File: config.mk
export PLATFORM = sky130hd
export DESIGN_NAME = fbr_queue
export DESIGN_NICKNAME = d
export VERILOG_FILES = /design/src/rtl/fbr_pkg.sv /design/src/rtl/fbr_queue.sv
export SDC_FILE = /design/constraint.sdc
export NUM_CORES = 1
export LEC_CHECK = 0
export BUFFER_PORTS_ARGS = -buffer_cell sky130_fd_sc_hd__buf_2
export CAP_MARGIN = 15
export CORE_MARGIN = 2
export CORE_UTILIZATION = 40
export DETAILED_ROUTE_END_ITERATION = 12
export GPL_TIMING_DRIVEN = 0
export PLACE_DENSITY = 0.59
export SETUP_SLACK_MARGIN = 0.15
export SLEW_MARGIN = 15
export SYNTH_ARGS = -nofsm -noshare
export SYNTH_HDL_FRONTEND = slang
export SYNTH_SLANG_ARGS = --single-unit
File: constraint.sdc
create_clock -name clk -period 1.9 [get_ports clk]
set_clock_uncertainty 0.1 [all_clocks]
set_input_delay 0.38 -clock clk [delete_from_list [all_inputs] [get_ports clk]]
set_output_delay 0.38 -clock clk [all_outputs]
set_load 0.005 [all_outputs]
File: src/rtl/fbr_pkg.sv
`timescale 1ns / 1ps
// ----------------------------------------------------------------------------
// fbr_pkg: shared types and constants
// Panel geometry, instruction bytes and the command format that passes from
// the front end to the back end of the two-chip panel frame buffer.
// ----------------------------------------------------------------------------
package fbr_pkg;

	localparam int PANEL_COLUMNS  = 128;
	localparam int PANEL_ROWS     = 64;
	localparam int CHIP_COLUMNS   = 64;

	localparam int PAGE_COUNT     = PANEL_ROWS / 8;
	localparam int PAGE_W         = 3;
	localparam int SLOTS_PER_HALF = CHIP_COLUMNS + 2;
	localparam int SLOT_W         = $clog2(SLOTS_PER_HALF);
	localparam int PCOL_W         = $clog2(PANEL_COLUMNS);
	localparam int COLX_W         = $clog2(2 * CHIP_COLUMNS) + 1;
	localparam int ADDR_W         = PAGE_W + PCOL_W;
	localparam int STORE_DEPTH    = 2 ** ADDR_W;

	localparam int QUEUE_DEPTH    = 4;
	localparam int QPTR_W         = $clog2(QUEUE_DEPTH);

	localparam logic [7:0] INSTR_SET_PAGE = 8'hB8;
	localparam logic [7:0] INSTR_SET_COL  = 8'h40;
	localparam logic [7:0] INSTR_DISP_ON  = 8'h3F;
	localparam logic [7:0] INSTR_DISP_OFF = 8'h3E;

	typedef enum logic [2:0] {
		ACT_PIXEL = 3'd0,
		ACT_CLEAR = 3'd1,
		ACT_START = 3'd2,
		ACT_TICK  = 3'd3,
		ACT_POWER = 3'd4
	} action_t;

	typedef enum logic [1:0] {
		CMD_PIXEL = 2'd0,
		CMD_CLEAR = 2'd1,
		CMD_EMIT  = 2'd2,
		CMD_READ  = 2'd3
	} cmd_kind_t;

	typedef struct packed {
		cmd_kind_t         kind;
		logic [ADDR_W-1:0] addr;
		logic [2:0]        bit_sel;
		logic              pixel_on;
		logic              col_ok;
		logic              sel_left;
		logic              sel_right;
		logic [7:0]        bus_byte;
		logic              last;
	} cmd_t;

endpackage

File: src/rtl/fbr_queue.sv
`timescale 1ns / 1ps
// ----------------------------------------------------------------------------
// fbr_queue: command queue
// Short first-in first-out buffer between the front end and the back end.
// ----------------------------------------------------------------------------
module fbr_queue import fbr_pkg::*; (
	input  logic clk,
	input  logic arst_n,
	input  logic push,
	input  cmd_t push_cmd,
	output logic full,
	input  logic pop,
	output logic not_empty,
	output cmd_t head
);

	cmd_t              slot_q [QUEUE_DEPTH];
	logic [QPTR_W-1:0] wr_ptr_q;
	logic [QPTR_W-1:0] rd_ptr_q;
	logic [QPTR_W:0]   count_q;

	assign full      = count_q == (QPTR_W + 1)'(QUEUE_DEPTH);
	assign not_empty = count_q != '0;
	assign head      = slot_q[rd_ptr_q];

	always_ff @(posedge clk) begin
		if (push) begin
			slot_q[wr_ptr_q] <= push_cmd;
		end
	end

	always_ff @(posedge clk or negedge arst_n) begin
		if (!arst_n) begin
			wr_ptr_q <= '0;
			rd_ptr_q <= '0;
			count_q  <= '0;
		end else begin
			if (push) begin
				wr_ptr_q <= wr_ptr_q + QPTR_W'(1);
			end
			if (pop) begin
				rd_ptr_q <= rd_ptr_q + QPTR_W'(1);
			end
			if (push && !pop) begin
				count_q <= count_q + (QPTR_W + 1)'(1);
			end else if (pop && !push) begin
				count_q <= count_q - (QPTR_W + 1)'(1);
			end
		end
	end

endmodule

==> out/qor.csv, run 1 <==
metric;value;unit
status;finished, violations left;
failing checks;negative setup slack;
synth cell count leaders;edfxtp_1, mux4_2, dfrtp_1;
Final period util;1.193;
DRT iter0 DRCs;58;
GP Congestion;0.6446;
Mapped Nets;218;
P per Cell Area;1551;mW/mm²
total CTS buffers;17;
WP data required;1420;ps
CTS tree;done;
area leader, netlist;edfxtp_1;
count leader, synth;edfxtp_1;
CP Launch Type;flip-flop;
Top FF cell, synth;edfxtp_1;
H-Tree Level Count;4;
Unique masters post-synth;18;
largest net degree at the start of global routing;29;
Routed Antenna Nets;0;
initial antenna violation count;0;
Slew @ Worst Pin;467.4;ps
Post-Synthesis Cells;180;
Warnings, synthesis;0;
Pre-Repair DR Iteration Count;4;
Setup WS post-layout;-366.2;ps
placed cell count;382;
CP Data Arrival Time;1790;ps
Yosys top cell area share;0.7580;
wire length of the first global-routing pass;11.60;mm
DP HPWL;4.271;mm
Tightest Hold Check Type;primary input to flip-flop;
Final setup viols;28;
Layout area overhead;34.21;%
drt via density;4.667;
I/O pins;62;
setup tns final;-9619;ps
Static Leakage;2.135;nW
Max IR drop VDD;0.0006968;V
RSZ-0062 raised after global routing;yes;
global router's overall resource usage;0.1388;
diodes inserted;0;
Core Util, Final;0.5493;
I/O Buffers;61;
Core Area;0.01084;mm²
CTS root buf;clkbuf_8;
fin. max-slew vios;0;
minimum clock period;2266;ps
worst skew pair latency;500;ps
Seq/Total Area, Yosys;0.7975;
Via Count;2091;
WL/cell;16.48;µm
FMAX;441.3;MHz
EDFF count, synth;112;
final WL;7.384;mm
Slew HR;0.6884;
Final Instance Count excl. Fillers;448;
Critical Setup Path Class;flip-flop to output port;
layout cell share with drive strength beyond 1;0.4545;
maximum capacitance violations;0;
Cell Area, Synth;0.004437;mm²
Final Hold Violating Endpoints;0;
synthesized flop and latch total;119;
gr ovfl total;0;
DRC errors left;0;
CP Max Fanout;10;
vias in the first global route;2179;
Async SR Flop Fraction;0.05882;
Chip Width;109.3;µm
clk sink count;119;
crit end category;output port;
die footprint;0.01195;mm²
synth top area cells;edfxtp_1, mux4_2, dfrtp_1, ha_1, xor2_1;
Avg Inst Size Synth;24.65;µm²
PnR Total Power;0.009234;W
row count;38;
clock-pin transition on the worst setup and hold timing paths;50;ps
Final nets;333;
die height;109.3;µm
clock buffer depth;2;
Starting Density;0.4093;
[power breakdown]
group	switching (W)	total (W)	internal [W]	leakage, nW
clock	0.00108	0.00317	0.00209	0.283
combinational	0.00109	0.00245	0.00136	0.744
sequential	0.000157	0.00361	0.00345	1.11
[metrics by stage]
stage / area (µm²) / worst slack (ps) / hold slack (ps)
3_3_place_gp: 4921 / -393.6 / 122.3
4_1_cts: 5906 / -407.8 / 49.43
2_1_floorplan: 4441 / 181.8 / -15.59
5_1_grt: 5954 / -442.5 / 58.68
3_5_place_dp: 4950 / 53.50 / 125.2
6_report: 5954 / -366.2 / 67.48
[kinds of logic after synthesis]
group,count (synthesis),synth area share
buffers and inverters,10,0.01495
xor gates and xnor gates,6,0.01184
adders and majority gates,6,0.01861
muxes,29,0.1447
AOI/OAI and AO/OA,1,0.001127
and+or+nand+nor,9,0.01128
DFF,119,0.7975
[layout make-up]
type / instances / area (µm²)
plain buffers: 6 / 80.08
clock buffers: 20 / 455.4
clock inverters: 12 / 150.1
fillers: 850 / 4886
inverters: 4 / 15.01
multi-input cells: 51 / 848.3
flip-flops and latches: 119 / 3541
well taps: 140 / 175.2
repair buffers: 96 / 689.4
[critical path: stages, from the launching register on]
cell	delay (ps)
dfrtp_2	440
buf_12	170
mux4_2	530
buf_6	130
[repair_timing]
item / 4_1_cts / 5_1_grt
endpoints found under the setup margin: 114 / 31
hold buffers: 30 / 0
endpoints found under the hold margin: 120 / 0
gates resized for setup: 10 / 9
buffers inserted: 3 / 1
pin swaps: 2 / 4
[flip-flops by register name (all words and copies together), names as in the netlist]
| name | count |
|---|---|
| rd_ptr_q | 2 |
| wr_ptr_q | 2 |
| count_q | 3 |
| slot_q | 112 |
[final timing paths]
check,start,to,slack [ps],depth (start not counted)
max in group asynchronous,arst_n,rd_ptr_q[0],1380,2
worst max-delay path,rd_ptr_q[0],head[4],-370,3
worst min register to register,count_q[2],count_q[2],450,2
worst min-delay path,pop,rd_ptr_q[1],70,3
min in group asynchronous,arst_n,count_q[2],140,2
worst max register to register,count_q[0],count_q[2],260,6
[per-layer routing]
| metal | track usage | vias up | part of all wire |
|---|---|---|---|
| li1 | - | 985 | - |
| met1 | 0.1749 | 1042 | 0.45 |
| met2 | 0.2169 | 54 | 0.49 |
| met3 | 0.04624 | 10 | 0.047 |
| met4 | 0.06781 | 0 | 0.015 |
| met5 | 0 | - | 0 |
[placed cells by master, fill, tap and decap left out, types with 2 or more instances in the layout]
cell type	netlist	layout
buf_2	2	59
edfxtp_1	112	112
buf_6	3	5
dlygate4sd3_1	0	30
nand2_1	2	2
inv_1	4	4
xor2_1	4	4
clkinv_2	0	2
ha_1	5	5
xnor2_1	2	2
mux4_2	28	28
buf_4	1	4
buf_12	0	3
dfrtp_1	7	5
clkinvlp_4	0	5
clkbuf_8	0	4
and2_4	0	3
dfrtp_2	0	2
bufinv_16	0	3
clkbuf_16	0	16
Power figures use the tool's default switching activity.
==> inputs of run 2 (changes only) <==
--- a/config.mk
+++ b/config.mk
@@ -5,13 +5,13 @@
 export SDC_FILE = /design/constraint.sdc
 export NUM_CORES = 1
 export LEC_CHECK = 0
-export BUFFER_PORTS_ARGS = -buffer_cell sky130_fd_sc_hd__buf_2
 export CAP_MARGIN = 15
 export CORE_MARGIN = 2
 export CORE_UTILIZATION = 40
 export DETAILED_ROUTE_END_ITERATION = 12
+export DONT_BUFFER_PORTS = 1
 export GPL_TIMING_DRIVEN = 0
-export PLACE_DENSITY = 0.59
+export PLACE_DENSITY = 0.54
 export SETUP_SLACK_MARGIN = 0.15
 export SLEW_MARGIN = 15
 export SYNTH_ARGS = -nofsm -noshare
==> run 2 against run 1 <==
Effect of this change: the run still ends with negative setup slack left; critical path depth stayed put; critical path type unchanged; register-to-register slack gained 20 ps; via count down 5.9%; maximum frequency grew 4.7%; largest cell class unchanged; largest power group unchanged.
==> out/qor.csv, run 2 (synthesis results as in run 1) <==
metric;value;unit
status;finished, violations left;
failing checks;negative setup slack;
DRT iter0 DRCs;98;
Final period util;1.139;
Max IR drop VDD;0.0007707;V
CP Max Fanout;6;
placed cell count;320;
H-Tree Level Count;4;
fin. max-slew vios;0;
Crit. path cell count;3;
P per Cell Area;1610;mW/mm²
Final Hold Violating Endpoints;0;
clock-pin transition on the worst setup and hold timing paths;50;ps
drt via density;5.018;
most frequent cells in the layout;edfxtp_1, dlygate4sd3_1, mux4_2;
Pre-Repair DR Iteration Count;4;
Critical Setup Path Class;flip-flop to output port;
die footprint;0.01195;mm²
row count;38;
Largest regs;slot_q: 112 flops, count_q: 3 flops;
CP peak stage delay;540;ps
minimum clock period;2164;ps
I/O pins;62;
max FFs per register;112;
WL met3;423;µm
Layout area overhead;29.19;%
wire length of the first global-routing pass;11.90;mm
Final setup viols;28;
Multi-input gate area;854.6;µm²
Static Leakage;1.945;nW
Largest Register;slot_q;
I/O Buffers;0;
diodes inserted;0;
CP Launch Type;flip-flop;
gr ovfl total;0;
Chip Width;109.3;µm
worst skew pair latency;500;ps
DRC errors left;0;
Slew HR;0.6952;
RSZ-0062 raised after global routing;yes;
Core Area;0.01084;mm²
CP Buf/Inv Count;2;
WP data required;1420;ps
CTS tree;done;
GP Congestion;0.6867;
vias in the first global route;2158;
maximum capacitance violations;0;
DP HPWL;4.601;mm
Slowest-stage cell, CP;mux4_2;
final WL;7.902;mm
R2R depth;5;
Worst Hold Depth;2;
clock buffer depth;2;
commonest non-fill, non-tap cell in the layout;edfxtp_1;
most used cell, CP;buf_12;
die height;109.3;µm
Slew @ Worst Pin;457.3;ps
CP delay by family, top;multiplexers;
FMAX;462.1;MHz
largest net degree at the start of global routing;29;
CTS root buf;clkbuf_8;
CP Data Arrival Time;1680;ps
initial antenna violation count;0;
routed length on met1;3.096;mm
worst-path cell chain;buf_12, buf_12, mux4_2;
Starting Density;0.4093;
total CTS buffers;17;
Setup WS post-layout;-264.2;ps
clk sink count;119;
PnR Total Power;0.009230;W
global router's overall resource usage;0.1445;
layout cell share with drive strength beyond 1;0.3095;
reg2reg setup slack;280;ps
WL/cell;20.16;µm
Final Instance Count excl. Fillers;392;
Final nets;277;
Routed Antenna Nets;0;
crit end category;output port;
FF/Latch Area;0.003540;mm²
Via Count;1967;
Tightest Hold Check Type;primary input to flip-flop;
Met2 Wirelength;4.297;mm
Fill cells;849;
highest metal used;met4;
## run 2: cell count changes in the layout (fill, tap and decap cells not counted), sizes merged
| cell | change |
|---|---|
| buf | -60 |
| bufinv | +2 |
| clkbuf | +6 |
| clkinv | -2 |
| clkinvlp | -3 |
| dlygate4sd3 | +1 |
## run 2: layer usage
layer | up-vias | track usage
li1 | 871 | -
met1 | 1031 | 0.1610
met3 | 7 | 0.04861
met2 | 58 | 0.2456
met4 | 0 | 0.07595
met5 | - | 0
## run 2: power by group
part,switching [W],internal [W],leakage (nW),total [W]
logic,0.00108,0.00122,0.542,0.00230
registers,0.000160,0.00346,1.11,0.00362
clock network,0.00102,0.00229,0.294,0.00331
## run 2: through the flow
stage	setup TNS (ps)	cell area (µm²)	utilization	setup slack, ps	hold slack (ps)
2_1_floorplan	0	4441	-	181.8	-15.59
4_1_cts	-8169	5605	0.5171	-313.2	58.48
3_3_place_gp	-8618	4616	0.4258	-310.2	-15.38
5_1_grt	-9058	5732	0.5287	-338.6	76.16
3_5_place_dp	0	4617	0.4259	44.94	-15.37
6_report	-7078	5732	0.5287	-264.2	77.16
## run 2: cell type report
| type | count | share of cell area |
|---|---|---|
| Clock buffer | 23 | 0.07793 |
| Clock inverter | 9 | 0.03034 |
| Timing Repair Buffer | 40 | 0.07728 |
| Buffer | 6 | 0.01463 |
| Inverter | 4 | 0.002620 |
| Tap cell | 140 | 0.03056 |
| Multi-Input combinational cell | 51 | 0.1491 |
| Sequential cell | 119 | 0.6175 |
## run 2: path summary, 6_finish.rpt
check                       startpoint           to
setup / recovery           rd_ptr_q[0]     head[26]
hold / removal                    push   count_q[0]
setup reg to reg            count_q[0]   count_q[2]
hold reg to reg            wr_ptr_q[0]  wr_ptr_q[0]
max in group asynchronous       arst_n  rd_ptr_q[0]
min in group asynchronous       arst_n   count_q[0]
## run 2: repair_timing
action	4_1_cts	5_1_grt
buffers inserted	3	3
pin swaps	1	2
hold buffers	31	0
endpoints found under the setup margin	141	30
endpoints found under the hold margin	123	0
resized for setup	12	4
gates cloned	0	3
==> inputs of run 3 (changes only) <==
--- a/config.mk
+++ b/config.mk
@@ -11,7 +11,6 @@
 export DETAILED_ROUTE_END_ITERATION = 12
 export DONT_BUFFER_PORTS = 1
 export GPL_TIMING_DRIVEN = 0
-export PLACE_DENSITY = 0.54
 export SETUP_SLACK_MARGIN = 0.15
 export SLEW_MARGIN = 15
 export SYNTH_ARGS = -nofsm -noshare
==> run 3 against run 2 <==
Effect of this change: the flow still finishes with violations (negative setup slack); sequential power hardly changed; clock power is 15% lower; sequential cell count stayed put; critical endpoint is now head[1]; largest power group unchanged.
==> out/qor.csv, run 3 (synthesis results as in run 1) <==
metric;value;unit
Static Leakage;1.896;nW
crit end category;output port;
Pre-Repair DR Iteration Count;4;
DP HPWL;4.191;mm
die height;109.3;µm
clk sink count;119;
GP Congestion;0.6675;
reg2reg setup slack;310;ps
sequential power share;0.416;
final WL;7.530;mm
total CTS buffers;17;
minimum clock period;2163;ps
H-Tree Level Count;4;
Slew HR;0.6885;
die footprint;0.01195;mm²
diodes inserted;0;
Comb power frac;0.257;
placed instance area;0.004644;mm²
Chip Width;109.3;µm
worst r2r dst;count_q[2];
P per Cell Area;1536;mW/mm²
CP Max Fanout;5;
layout cell share with drive strength beyond 1;0.3068;
fin. max-slew vios;0;
Max IR drop VDD;0.0008039;V
Via Count;1919;
Crit. Startpoint;rd_ptr_q[0];
Final setup viols;28;
Final nets;276;
WP data required;1420;ps
R2R Path Start;count_q[0];
status;finished, violations left;
CP Data Arrival Time;1680;ps
global router's overall resource usage;0.1387;
CTS tree;done;
FMAX;462.3;MHz
gr ovfl total;0;
Setup WS post-layout;-262.9;ps
DRC errors left;0;
Largest Register;slot_q;
Slew @ Worst Pin;467.3;ps
clock-pin transition on the worst setup and hold timing paths;50;ps
power share of the clock group;0.327;
CP Launch Type;flip-flop;
wire length of the first global-routing pass;11.44;mm
largest net degree at the start of global routing;29;
PnR Total Power;0.008648;W
Final period util;1.138;
most frequent cells in the layout;edfxtp_1, dlygate4sd3_1, mux4_2;
commonest non-fill, non-tap cell in the layout;edfxtp_1;
Core Area;0.01084;mm²
WL/cell;19.26;µm
drt via density;4.908;
internal power;0.006409;W
end of the critical path;head[1];
Tightest Hold Check Type;primary input to flip-flop;
Routed Antenna Nets;0;
Layout area overhead;26.90;%
Net Sw Power;0.002239;W
Largest regs;slot_q: 112 flops, count_q: 3 flops;
initial antenna violation count;0;
Starting Density;0.4093;
clock buffer depth;2;
I/O pins;62;
I/O Buffers;0;
RSZ-0062 raised after global routing;yes;
max FFs per register;112;
row count;38;
Final Cell Area;0.005630;mm²
R2R depth;5;
Critical Setup Path Class;flip-flop to output port;
DRT iter0 DRCs;75;
failing checks;negative setup slack;
CTS root buf;clkbuf_8;
sw frac;0.2589;
Final Hold Violating Endpoints;0;
worst skew pair latency;500;ps
maximum capacitance violations;0;
Core Util, Final;0.5194;
vias in the first global route;2066;
[run 3: how the worst min path moves through the flow]
stage,endpoint,cells past startpoint,startpoint,slack (ps)
floorplan,count_q[0],0,arst_n,-20
global placement,rd_ptr_q[0],0,arst_n,-20
detailed placement,rd_ptr_q[0],0,arst_n,-20
CTS,count_q[0],2,push,60
global route,count_q[0],2,push,60
finish,count_q[0],2,push,80
[run 3: cell type report]
| class | instances | area, µm² |
|---|---|---|
| Inverter | 4 | 15.01 |
| Tap cell | 140 | 175.2 |
| Buffer | 6 | 80.08 |
| Timing Repair Buffer | 39 | 437.9 |
| Sequential cell | 119 | 3540 |
| Clock buffer | 23 | 456.7 |
| Multi-Input combinational cell | 51 | 845.8 |
| Fill cell | 884 | 5210 |
| Clock inverter | 9 | 80.08 |
[run 3: repair_timing]
action,in CTS,in global routing
cloned,0,2
endpoints found under the setup margin,113,29
setup buffers,1,4
hold buffers,31,0
resized for setup,7,5
pin swaps,0,1
hold endpoints to repair,123,0
[run 3: critical path, cell delays in order (launching register included)]
cell and delay (ps):
dfrtp_2 380, buf_12 140, clkbuf_16 150, mux4_2 510
[run 3: per-layer routing]
metal	global-route usage	vias up	wire length, µm
met5	0	-	0
met4	0.05967	0	87
met3	0.06106	9	427
met2	0.2262	52	3895
met1	0.1594	992	3120
li1	-	866	-
[run 3: power groups by stage]
stage               Clock [W]  Combinational (W)  Sequential, W
global placement            0            0.00183        0.00365
global route          0.00302            0.00242        0.00364
detailed placement          0            0.00188        0.00367
floorplan                   0            0.00142        0.00361
CTS                   0.00290            0.00203        0.00361
finish                0.00283            0.00222        0.00360
[run 3: through the flow]
step                hold slack (ps)  cells  setup TNS [ps]  setup WS (ps)
global route                  64.61    391           -8666         -330.6
CTS                           59.48    385           -7299         -285.6
detailed placement           -15.33    321               0          20.27
finish                        76.87    391           -6811         -262.9
global placement             -15.29    320          -12040         -431.5
floorplan                    -15.59    180               0          181.8
