==> src/rtl/fbr_pkg.sv <==
`timescale 1ns / 1ps
// ----------------------------------------------------------------------------
// fbr_pkg: shared types and constants
// Panel geometry, instruction bytes and the command format that passes from
// the front end to the back end of the two-chip panel frame buffer.
// ----------------------------------------------------------------------------
package fbr_pkg;

	localparam int PANEL_COLUMNS  = 128;
	localparam int PANEL_ROWS     = 64;
	localparam int CHIP_COLUMNS   = 64;

	localparam int PAGE_COUNT     = PANEL_ROWS / 8;
	localparam int PAGE_W         = 3;
	localparam int SLOTS_PER_HALF = CHIP_COLUMNS + 2;
	localparam int SLOT_W         = $clog2(SLOTS_PER_HALF);
	localparam int PCOL_W         = $clog2(PANEL_COLUMNS);
	localparam int COLX_W         = $clog2(2 * CHIP_COLUMNS) + 1;
	localparam int ADDR_W         = PAGE_W + PCOL_W;
	localparam int STORE_DEPTH    = 2 ** ADDR_W;

	localparam int QUEUE_DEPTH    = 4;
	localparam int QPTR_W         = $clog2(QUEUE_DEPTH);

	localparam logic [7:0] INSTR_SET_PAGE = 8'hB8;
	localparam logic [7:0] INSTR_SET_COL  = 8'h40;
	localparam logic [7:0] INSTR_DISP_ON  = 8'h3F;
	localparam logic [7:0] INSTR_DISP_OFF = 8'h3E;

	typedef enum logic [2:0] {
		ACT_PIXEL = 3'd0,
		ACT_CLEAR = 3'd1,
		ACT_START = 3'd2,
		ACT_TICK  = 3'd3,
		ACT_POWER = 3'd4
	} action_t;

	typedef enum logic [1:0] {
		CMD_PIXEL = 2'd0,
		CMD_CLEAR = 2'd1,
		CMD_EMIT  = 2'd2,
		CMD_READ  = 2'd3
	} cmd_kind_t;

	typedef struct packed {
		cmd_kind_t         kind;
		logic [ADDR_W-1:0] addr;
		logic [2:0]        bit_sel;
		logic              pixel_on;
		logic              col_ok;
		logic              sel_left;
		logic              sel_right;
		logic [7:0]        bus_byte;
		logic              last;
	} cmd_t;

endpackage

==> src/rtl/fbr_front.sv <==
`timescale 1ns / 1ps
// ----------------------------------------------------------------------------
// fbr_front: input decoder and refresh scanner
// Accepts input transfers, keeps the scan position and turns each item into
// at most one command for the back end.
// ----------------------------------------------------------------------------
module fbr_front import fbr_pkg::*; (
	input  logic        clk,
	input  logic        arst_n,
	input  logic        in_valid,
	output logic        in_ready,
	input  logic [2:0]  action,
	input  logic [7:0]  pixel_x,
	input  logic [7:0]  pixel_y,
	input  logic        pixel_on,
	input  logic        power_on,
	input  logic        q_full,
	output logic        push,
	output cmd_t        cmd
);

	logic              active_q;
	logic [PAGE_W-1:0] page_q;
	logic              half_q;
	logic [SLOT_W-1:0] slot_q;

	logic              accept;
	logic              has_cmd;
	logic              slot_end;
	logic              page_end;
	logic [COLX_W-1:0] col_x;
	logic              pix_in;

	assign in_ready = !q_full;
	assign accept   = in_valid && in_ready;
	assign push     = accept && has_cmd;

	assign slot_end = slot_q == SLOT_W'(SLOTS_PER_HALF - 1);
	assign page_end = page_q == PAGE_W'(PAGE_COUNT - 1);
	assign col_x    = (half_q ? COLX_W'(CHIP_COLUMNS) : COLX_W'(0))
		+ COLX_W'(slot_q - SLOT_W'(2));
	assign pix_in   = ({1'b0, pixel_x} < 9'(PANEL_COLUMNS))
		&& ({1'b0, pixel_y} < 9'(PANEL_ROWS));

	always_comb begin
		has_cmd       = 1'b0;
		cmd           = '0;
		cmd.kind      = CMD_EMIT;
		cmd.sel_left  = !half_q;
		cmd.sel_right = half_q;
		unique case (action_t'(action))
			ACT_PIXEL: begin
				has_cmd      = pix_in;
				cmd.kind     = CMD_PIXEL;
				cmd.addr     = {pixel_y[5:3], pixel_x[PCOL_W-1:0]};
				cmd.bit_sel  = pixel_y[2:0];
				cmd.pixel_on = pixel_on;
			end
			ACT_CLEAR: begin
				has_cmd  = 1'b1;
				cmd.kind = CMD_CLEAR;
			end
			ACT_TICK: begin
				has_cmd = active_q;
				if (slot_q == SLOT_W'(0)) begin
					cmd.bus_byte = INSTR_SET_PAGE | {{(8 - PAGE_W){1'b0}}, page_q};
				end else if (slot_q == SLOT_W'(1)) begin
					cmd.bus_byte = INSTR_SET_COL;
				end else begin
					cmd.kind   = CMD_READ;
					cmd.addr   = {page_q, col_x[PCOL_W-1:0]};
					cmd.col_ok = col_x < COLX_W'(PANEL_COLUMNS);
					cmd.last   = slot_end && half_q && page_end;
				end
			end
			ACT_POWER: begin
				has_cmd       = 1'b1;
				cmd.sel_left  = 1'b1;
				cmd.sel_right = 1'b1;
				cmd.bus_byte  = power_on ? INSTR_DISP_ON : INSTR_DISP_OFF;
			end
			default: begin
				has_cmd = 1'b0;
			end
		endcase
	end

	always_ff @(posedge clk or negedge arst_n) begin
		if (!arst_n) begin
			active_q <= 1'b0;
			page_q   <= '0;
			half_q   <= 1'b0;
			slot_q   <= '0;
		end else if (accept) begin
			if (action_t'(action) == ACT_START) begin
				active_q <= 1'b1;
				page_q   <= '0;
				half_q   <= 1'b0;
				slot_q   <= '0;
			end else if (action_t'(action) == ACT_TICK && active_q) begin
				if (!slot_end) begin
					slot_q <= slot_q + SLOT_W'(1);
				end else begin
					slot_q <= '0;
					half_q <= !half_q;
					if (half_q) begin
						if (page_end) begin
							page_q   <= '0;
							active_q <= 1'b0;
						end else begin
							page_q <= page_q + PAGE_W'(1);
						end
					end
				end
			end
		end
	end

endmodule

==> config.mk <==
export PLATFORM = sky130hd
export DESIGN_NAME = fbr_front
export DESIGN_NICKNAME = d
export VERILOG_FILES = /design/src/rtl/fbr_pkg.sv /design/src/rtl/fbr_front.sv
export SDC_FILE = /design/constraint.sdc
export NUM_CORES = 1
export LEC_CHECK = 0
export ABC_CLOCK_PERIOD_IN_PS = 2200
export BUFFER_PORTS_ARGS = -buffer_cell sky130_fd_sc_hd__buf_2
export CORE_AREA = 5 5 69 71
export DETAILED_ROUTE_END_ITERATION = 7
export DIE_AREA = 0 0 74 76
export PLACE_DENSITY = 0.66
export SYNTH_ARGS = -nofsm -noshare
export SYNTH_HDL_FRONTEND = slang
export SYNTH_SLANG_ARGS = --single-unit
==> constraint.sdc <==
create_clock -name clk -period 2.2 [get_ports clk]
set_input_delay 0.55 -clock clk [delete_from_list [all_inputs] [get_ports clk]]
set_output_delay 0.55 -clock clk [all_outputs]
set_load 0.005 [all_outputs]
==> results of run 1 <==
routing by layer:
layer / track usage (%) / vias to the layer above / wire length, um
met5: 0 / - / 0
met4: 6.16 / 0 / 70
met3: 3.03 / 7 / 285
met2: 23.8 / 48 / 1990
met1: 17.6 / 712 / 1800
li1: - / 772 / -
layout make-up:
cell class	count	share of cell area, %
clock buffers	4	2.50
inverters	14	2.50
multi-input cells	132	50.7
flip-flops and latches	12	13.7
well taps	52	2.96
repair buffers	92	27.6
power by group:
part           switching [mW]  internal [mW]  total, mW  leakage (nW)
sequential             0.0309          0.243      0.274         0.134
combinational           0.232          0.262      0.494         0.962
clock                  0.0839          0.158      0.242        0.0288
cell families after synthesis:
| logic type | after synthesis |
|---|---|
| fa+ha+maj | 18 |
| simple gates | 62 |
| compound gates | 50 |
| flops | 12 |
| buf+inv | 21 |
| xor+xnor | 2 |
what timing repair did:
| action | 4_1_cts | 5_1_grt |
|---|---|---|
| buffers inserted | 8 | 4 |
| resized for setup | 37 | 14 |
| endpoints found under the setup margin | 18 | 22 |
| pin swaps | 15 | 12 |
| hold buffers | 0 | 0 |
registers in the layout (all words and copies together) (netlist names):
name	flops
page_q	3
active_q	1
half_q	1
slot_q	7
path summary, 6_finish.rpt:
kind	from	to	slack, ns	depth (start not counted)
max in group asynchronous	arst_n	slot_q[3]	1.77	1
worst max-delay path	half_q	cmd[11]	-0.32	9
worst max register to register	slot_q[1]	slot_q[3]	0.23	8
worst min register to register	page_q[1]	page_q[1]	0.61	1
min in group clk	page_q[1]	page_q[1]	0.61	1
worst min-delay path	arst_n	page_q[1]	0.18	1
Yosys cell counts (all sizes together) (3+ instances only):
library cell	count	share of area [%]
a2bb2oi	5	3.3
a21oi	5	1.9
or2	3	1.6
nand2b	6	2.8
dfrtp	12	23
inv	14	4.0
a22o	12	8.0
and2	6	2.8
o31ai	5	2.8
a21o	3	2.3
nand3	5	1.9
buf	4	1.9
nor2	9	2.6
ha	17	16
o21ai	16	6.1
clkbuf	3	0.85
nand2	21	6.0
worst max-delay path: stages (launching register included):
cell and delay [ns]:
dfrtp_1 0.36, inv_2 0.06, ha_4 0.25, inv_2 0.04, ha_4 0.22, a21oi_2 0.11, o21ai_1 0.09, or3_1 0.38
a21oi_2 0.12, buf_2 0.11
cells in the final DEF, fill, tap and decap left out, types with 5 or more instances in the layout:
| cell | instances |
|---|---|
| o31ai_1 | 5 |
| buf_4 | 33 |
| ha_1 | 8 |
| a22o_1 | 12 |
| buf_2 | 50 |
| buf_6 | 8 |
| nand2_1 | 21 |
| a2bb2oi_1 | 5 |
| a21oi_2 | 5 |
| o21ai_0 | 13 |
| ha_4 | 8 |
| dfrtp_1 | 11 |
| inv_1 | 6 |
| inv_2 | 7 |
| and2_1 | 5 |
metrics by stage:
step / cells / total power, mW / setup slack, ns / area (sq um)
after floorplan: 165 / 0.488 / -0.0267 / 1340
after global placement: 290 / 0.647 / -0.0607 / 1830
after detailed placement: 290 / 0.658 / -0.125 / 1830
after CTS: 302 / 0.997 / -0.316 / 2110
after global routing: 306 / 1.08 / -0.398 / 2200
final: 306 / 1.01 / -0.325 / 2200
==> flow_metrics.py, run 1 <==
metrics = {
    "worst_setup_path": {
        "cp.arrival_ns": 1.97,
        "cp_max_fo": 4,
        "worstPathRequired_ns": 1.65,
        "endpoint_kind": "output pin",
        "path_class": "reg -> out",
        "cp-start-kind": "register",
    },
    "final_layout": {
        "nets": 298,
        "fin_util_pct": 52.7,
        "seqCellArea_sq_um": 302,
        "fillers": 364,
        "multiInputGateArea_sq_um": 1110,
        "area_delta_synth_final_pct": 66.8,
        "diodes": 0,
        "drive_gt1_share_pct": 53.9,
    },
    "sta": {
        "fin_ws_ns": -0.325,
        "maxSlewViolCount": 0,
        "fin_tns_setup_ns": -2.30,
        "layout_worst_path_cycle_share_pct": 115,
        "fmax_mhz": 396,
        "tightestPinTransition_ns": 0.698,
        "finalSetupViolations": 19,
        "hold_violations": 0,
        "slew_headroom_pct": 53.0,
        "fin_skew_ns": 0.00126,
        "grt_setup_unrepaired": "yes",
        "worst_hold_slack_ns": 0.181,
        "final.min_clock_period_ns": 2.52,
    },
    "place": {
        "place_congestion": 0.827,
        "dp_hpwl_mm": 3.09,
        "port_buffers": 54,
    },
    "clock_network": {
        "cts.sinks": 12,
        "cts_made_buffers": 3,
        "clock_latency_ns": 0.24,
        "cts_buffer_depth": 2,
        "cts_tree": "done",
        "clockRootBuffer": "clkbuf_8",
        "htree_levels": 1,
        "clk_transition_reported_paths_ns": 0.05,
    },
    "logic_synthesis": {
        "synth_fa_ha_area_share_pct": 17.6,
        "ys_types": 37,
        "syn_nets": 208,
        "ys_seq_elements": 12,
        "synthXorXnorAreaFrac_pct": 1.33,
        "synthMuxAreaShare_pct": 0,
        "synth_top_family_by_area": "compound AO/OA/AOI/OAI gates",
        "async_reset_ff_share_pct": 100,
        "mappedNetlistArea_sq_um": 1320,
        "synth-compound-area-share_pct": 26.9,
        "synth-simple-area-share_pct": 24.6,
        "synthCells": 165,
        "seq_area_frac_synth_pct": 22.8,
        "yosysWarnings": 0,
        "synth_edf_count": 0,
        "synth_ff_type": "dfrtp_1",
        "syn_avg_cell_area_sq_um": 7.99,
    },
    "global_route": {
        "grt_pass1_wl_mm": 6.44,
        "track_usage_pct": 14.4,
        "grt.overflow.total": 0,
        "grt_pass1_vias": 1441,
        "antenna_found_initial": 0,
        "grt_max_degree": 13,
    },
    "drt": {
        "dr.first_iter.drc_count": 71,
        "dr.pass1.iters": 4,
        "antenna_left": 0,
        "drcViolationCount": 0,
        "vias": 1539,
        "wl_mm": 4.15,
        "wl_per_cell_um": 13.6,
        "vias_per_cell": 5.03,
    },
    "die": {
        "fp.dieW_um": 74,
        "initial_utilization_pct": 31.6,
        "rows": 24,
        "die_area_sq_um": 5620,
        "fp.dieH_um": 76,
        "io_pins": 55,
        "core-area_sq_um": 4170,
    },
    "status": {
        "status": "finished, violations left",
        "violations": "setup timing",
    },
    "power": {
        "p_leak_nw": 1.12,
        "ir_drop_mv": 0.192,
        "power_per_cell_area_nw_per_um2": 460,
    },
    "min_path": {
        "hold_class": "in -> async",
    },
    "job": {
        "max_cap_violations": 0,
    },
}
Note: power is estimated with default switching activity, not from simulation.
==> run 2, diff against run 1 <==
- CELL_PAD_IN_SITES_DETAIL_PLACEMENT: unset -> 0
- CELL_PAD_IN_SITES_GLOBAL_PLACEMENT: unset -> 1
- CORE_AREA: 5 5 69 71 -> 5 5 72 74
- DIE_AREA: 0 0 74 76 -> 0 0 77 79
- GPL_TIMING_DRIVEN: unset -> 0
- PLACE_DENSITY: 0.66 -> 0.81
- SKIP_CTS_REPAIR_TIMING: unset -> 1
==> run 2 against run 1 <==
  * The flow still finishes with violations (setup timing)
  * Wire length decreased by 0.39%
  * Total power down 2.3%
  * Register-to-register slack got worse by 0.11 ns
  * Sequential share of layout area increased by 1.0 points
  * Critical path depth unchanged
  * Sequential power rose by 4%
  * Final cell count decreased by 2.6%
  * Die area increased by 8.2%
==> flow_metrics.py, run 2 (synthesized netlist as in run 1, its figures left out) <==
metrics = {
    "status": {
        "status": "finished, violations left",
        "violations": "setup timing",
    },
    "sta": {
        "maxSlewViolCount": 0,
        "fmax_mhz": 387,
        "hold_violations": 0,
        "layout_worst_path_cycle_share_pct": 118,
        "final.min_clock_period_ns": 2.59,
        "grt_setup_unrepaired": "yes",
        "finalSetupViolations": 11,
        "fin_skew_ns": 0.00165,
        "slew_headroom_pct": 62.8,
        "fin_ws_ns": -0.386,
        "tightestPinTransition_ns": 0.553,
    },
    "min_path": {
        "hold_class": "in -> async",
    },
    "die": {
        "die_area_sq_um": 6080,
        "io_pins": 55,
        "fp.dieW_um": 77,
        "fp.dieH_um": 79,
        "initial_utilization_pct": 29.1,
        "core-area_sq_um": 4540,
        "rows": 25,
    },
    "worst_setup_path": {
        "worst-path-buf-inv": 3,
        "cpMaxStageDelayCell": "dfrtp_2",
        "crit_family": "adder cells",
        "crit_path_cell_trace": "inv_4 > ha_4 > inv_2 > ha_4 > a21oi_2 > o21ai_1 > or3_1 > a21oi_2 > buf_2",
        "slowest_delay_ns": 0.42,
        "path_class": "reg -> out",
        "cp-start-kind": "register",
        "cp_max_fo": 6,
        "worstPathRequired_ns": 1.65,
        "endpoint_kind": "output pin",
        "cp.arrival_ns": 2.04,
    },
    "clock_network": {
        "cts_tree": "done",
        "cts.sinks": 12,
        "cts_buffer_depth": 2,
        "clock_latency_ns": 0.24,
        "clockRootBuffer": "clkbuf_8",
        "cts_made_buffers": 3,
        "htree_levels": 1,
        "clk_transition_reported_paths_ns": 0.05,
    },
    "global_route": {
        "grt_pass1_wl_mm": 6.24,
        "grt.overflow.total": 0,
        "antenna_found_initial": 0,
        "grt_pass1_vias": 1302,
        "grt_max_degree": 13,
        "track_usage_pct": 12.3,
    },
    "final_layout": {
        "nets": 289,
        "fin_cells": 298,
        "regMostFlops": "slot_q",
        "reg_top3": "slot_q: 7 flops, page_q: 3 flops",
        "layout_commonest_cell": "buf_2",
        "fin_util_pct": 46.5,
        "area_delta_synth_final_pct": 59.9,
        "final_cell_mix": "buf_2 (53), buf_4 (24), nand2_1 (21)",
        "diodes": 0,
        "drive_gt1_share_pct": 54.1,
        "largest_register_ffs": 7,
    },
    "place": {
        "dp.cells": 273,
        "place_congestion": 0.764,
        "dp_hpwl_mm": 2.99,
        "dpl_worst_slack_ns": -0.260,
        "port_buffers": 54,
    },
    "job": {
        "max_cap_violations": 0,
    },
    "drt": {
        "vias_per_cell": 5.03,
        "antenna_left": 0,
        "drcViolationCount": 0,
        "wl_per_cell_um": 13.9,
        "wl_mm": 4.14,
        "vias": 1499,
        "dr.first_iter.drc_count": 74,
        "dr.pass1.iters": 4,
    },
    "power": {
        "ir_drop_mv": 0.239,
        "power_per_cell_area_nw_per_um2": 469,
        "p_leak_nw": 1.07,
    },
}
run 2: stage by stage:
step | hold WS [ns] | power [mW] | setup TNS [ns] | cell area [sq um]
detailed placement | 0.444 | 0.594 | -1.90 | 1670
finish | 0.183 | 0.988 | -1.57 | 2110
global placement | 0.445 | 0.589 | -2.00 | 1670
CTS | 0.188 | 0.796 | -6.39 | 1710
global route | 0.194 | 1.06 | -2.82 | 2110
floorplan | 0.254 | 0.488 | -0.0267 | 1340
run 2: cell type report:
| type | instances | area (sq um) |
|---|---|---|
| multi-input cells | 132 | 1120 |
| clock buffers | 3 | 41.3 |
| well taps | 54 | 67.6 |
| repair buffers | 78 | 470 |
| flip-flops and latches | 12 | 310 |
| plain buffers | 5 | 38.8 |
| inverters | 14 | 62.6 |
| fillers | 428 | 2430 |
run 2: power by group:
part / switching, mW / internal, mW
Sequential: 0.0381 / 0.247
Clock: 0.0770 / 0.120
Combinational: 0.239 / 0.266
Total: 0.354 / 0.634
run 2: routing by layer:
metal | GRT usage (%) | wire [um]
met5 | 0 | 0
met4 | 4.64 | 60
met3 | 2.04 | 258
met2 | 19.6 | 1970
met1 | 16.5 | 1840
run 2: path summary, 6_finish.rpt:
check | start | endpoint | slack [ns] | depth (start not counted)
worst min register to register | half_q | half_q | 0.55 | 1
max in group asynchronous | arst_n | slot_q[0] | 1.78 | 1
worst min-delay path | arst_n | page_q[1] | 0.18 | 1
worst max-delay path | half_q | cmd[11] | -0.39 | 9
min in group clk | half_q | half_q | 0.55 | 1
worst max register to register | slot_q[1] | page_q[0] | 0.12 | 8
==> run 3, diff against run 2 <==
--- a/config.mk
+++ b/config.mk
@@ -10,7 +10,7 @@
 export CELL_PAD_IN_SITES_DETAIL_PLACEMENT = 0
 export CELL_PAD_IN_SITES_GLOBAL_PLACEMENT = 1
-export CORE_AREA = 5 5 72 74
+export CORE_AREA = 2 2 69 71
 export DETAILED_ROUTE_END_ITERATION = 7
-export DIE_AREA = 0 0 77 79
+export DIE_AREA = 0 0 71 73
 export GPL_TIMING_DRIVEN = 0
 export PLACE_DENSITY = 0.81
==> constraint.sdc (replaced) <==
create_clock -name clk -period 2.2 [get_ports clk]
set_input_delay 0.11 -clock clk [delete_from_list [all_inputs] [get_ports clk]]
set_output_delay 0.11 -clock clk [all_outputs]
set_load 0.005 [all_outputs]
==> run 3 against run 2 <==
  * The run now ends clean
  * Sequential power decreased by 1%
  * Die area decreased by 15%
  * Register-to-register slack improved by 0.08 ns
  * Flip-flop and latch count unchanged
  * Total power decreased by 19%
  * Clock skew about the same
  * Critical path depth unchanged
  * Clock power about the same
  * Core utilization decreased by 7.4 points
  * Cell area decreased by 16%
==> flow_metrics.py, run 3 (synthesized netlist as in run 1, its figures left out) <==
metrics = {
    "place": {
        "dpl_worst_slack_ns": 0.0616,
        "dp_hpwl_mm": 2.65,
        "port_buffers": 54,
        "place_area_sq_um": 1660,
        "place_congestion": 0.771,
    },
    "final_layout": {
        "area_delta_synth_final_pct": 34.3,
        "final_cell_mix": "buf_2 (56), nand2_1 (21), ha_1 (16)",
        "regMostFlops": "slot_q",
        "finalInstanceArea_sq_um": 1770,
        "drive_gt1_share_pct": 36.0,
        "largest_register_ffs": 7,
        "diodes": 0,
        "fillers": 472,
        "nets": 270,
        "layout_commonest_cell": "buf_2",
        "reg_top3": "slot_q: 7 flops, page_q: 3 flops",
    },
    "die": {
        "fp.dieH_um": 73,
        "initial_utilization_pct": 29.1,
        "core-area_sq_um": 4540,
        "rows": 25,
        "io_pins": 55,
        "die_area_sq_um": 5180,
        "fp.dieW_um": 71,
    },
    "global_route": {
        "antenna_found_initial": 0,
        "grt_max_degree": 13,
        "grt_pass1_wl_mm": 5.57,
        "grt.overflow.total": 0,
        "grt_pass1_vias": 1193,
        "track_usage_pct": 13.2,
    },
    "worst_setup_path": {
        "cp.arrival_ns": 2.06,
        "cp_max_fo": 4,
        "path_class": "reg -> out",
        "worstRegToRegCells": 6,
        "worst-path-buf-inv": 3,
        "cp-startpoint": "half_q",
        "cpMaxStageDelayCell": "dfrtp_1",
        "crit_path_cell_trace": "inv_2 > ha_1 > inv_1 > ha_4 > a21oi_2 > o21ai_1 > or3_1 > a21oi_2 > buf_2",
        "worstPathRequired_ns": 2.09,
        "timing.rr.start": "slot_q[1]",
        "endpoint_kind": "output pin",
        "slowest_delay_ns": 0.38,
        "crit_cells": 9,
        "r2r_slack_ns": 0.20,
        "cp-start-kind": "register",
        "crit_end": "cmd[11]",
        "crit_family": "adder cells",
        "cp_common_cell": "a21oi_2",
        "r2r-end": "slot_q[3]",
    },
    "power": {
        "seqPwrFrac_pct": 34.9,
        "combPwrFrac_pct": 40.2,
        "switching_power_uw": 281,
        "ir_drop_mv": 0.174,
        "p_clk_share_pct": 24.9,
        "p_sw_share_pct": 34.9,
        "power_per_cell_area_nw_per_um2": 455,
        "p_total_uw": 805,
        "p_leak_nw": 0.969,
        "power.internal_uw": 524,
    },
    "drt": {
        "antenna_left": 0,
        "dr.pass1.iters": 4,
        "vias_per_cell": 4.87,
        "drcViolationCount": 0,
        "vias": 1358,
        "dr.first_iter.drc_count": 67,
        "wl_mm": 3.43,
        "wl_per_cell_um": 12.3,
    },
    "sta": {
        "fmax_mhz": 461,
        "maxSlewViolCount": 0,
        "layout_worst_path_cycle_share_pct": 98.5,
        "fin_ws_ns": 0.0326,
        "fin_tns_setup_ns": 0,
        "finalSetupViolations": 0,
        "tightestPinTransition_ns": 0.698,
        "hold_violations": 0,
        "fin_skew_ns": 0.00132,
        "grt_setup_unrepaired": "yes",
        "final.min_clock_period_ns": 2.17,
        "slew_headroom_pct": 53.0,
    },
    "clock_network": {
        "clockRootBuffer": "clkbuf_8",
        "cts.sinks": 12,
        "clk_transition_reported_paths_ns": 0.05,
        "cts_buffer_depth": 2,
        "cts_tree": "done",
        "clock_latency_ns": 0.24,
        "htree_levels": 1,
        "cts_made_buffers": 3,
    },
    "status": {
        "status": "finished, final reports clean",
    },
    "min_path": {
        "hold_class": "in -> reg",
    },
    "job": {
        "max_cap_violations": 0,
    },
}
-- run 3: final cells by class --
cell class                      count  area (sq um)  share of cell area, %
Tap cell                           54          67.6                   3.82
Timing Repair Buffer               59           310                   17.5
Multi-Input combinational cell    132           961                   54.3
Inverter                           14          55.1                   3.11
Clock buffer                        3          41.3                   2.33
Sequential cell                    12           307                   17.3
Buffer                              5          28.8                   1.63
-- run 3: worst min path at each step --
stage,startpoint,end,slack (ns),depth (start not counted)
2_1_floorplan,arst_n,active_q,-0.19,0
3_3_place_gp,arst_n,page_q[0],0.008,1
3_5_place_dp,arst_n,page_q[1],0.009,1
4_1_cts,arst_n,page_q[1],-0.25,1
5_1_grt,q_full,half_q,0.27,4
6_report,q_full,half_q,0.23,4
-- run 3: stage by stage --
stage / util (%) / cells / hold slack [ns]
final: 39.0 / 279 / 0.234
after global placement: 36.5 / 273 / 0.00827
after global routing: 39.0 / 279 / 0.265
after CTS: 37.4 / 276 / -0.251
after floorplan: - / 165 / -0.186
after detailed placement: 36.5 / 273 / 0.00859
-- run 3: worst reg2reg max path: cells and delay by family (launching register included) --
kind            cells  cell delay [ns]
buf+inv             1             0.09
simple gates        2             0.57
flops               1             0.45
fa+ha+maj           1             0.24
compound gates      2             0.54
-- run 3: layer usage --
metal	global-route usage [%]	vias to the layer above	part of all wire (%)
li1	-	711	-
met1	18.8	592	50
met2	20.2	50	42
met3	2.07	5	6.0
met4	5.03	0	1.4
met5	0	-	0
-- run 3: power by group through the flow --
stage | Clock (mW) | Combinational (mW) | Sequential [mW]
floorplan | 0 | 0.205 | 0.275
global placement | 0 | 0.288 | 0.287
detailed placement | 0 | 0.291 | 0.287
CTS | 0.207 | 0.294 | 0.284
global route | 0.213 | 0.371 | 0.287
finish | 0.200 | 0.323 | 0.281
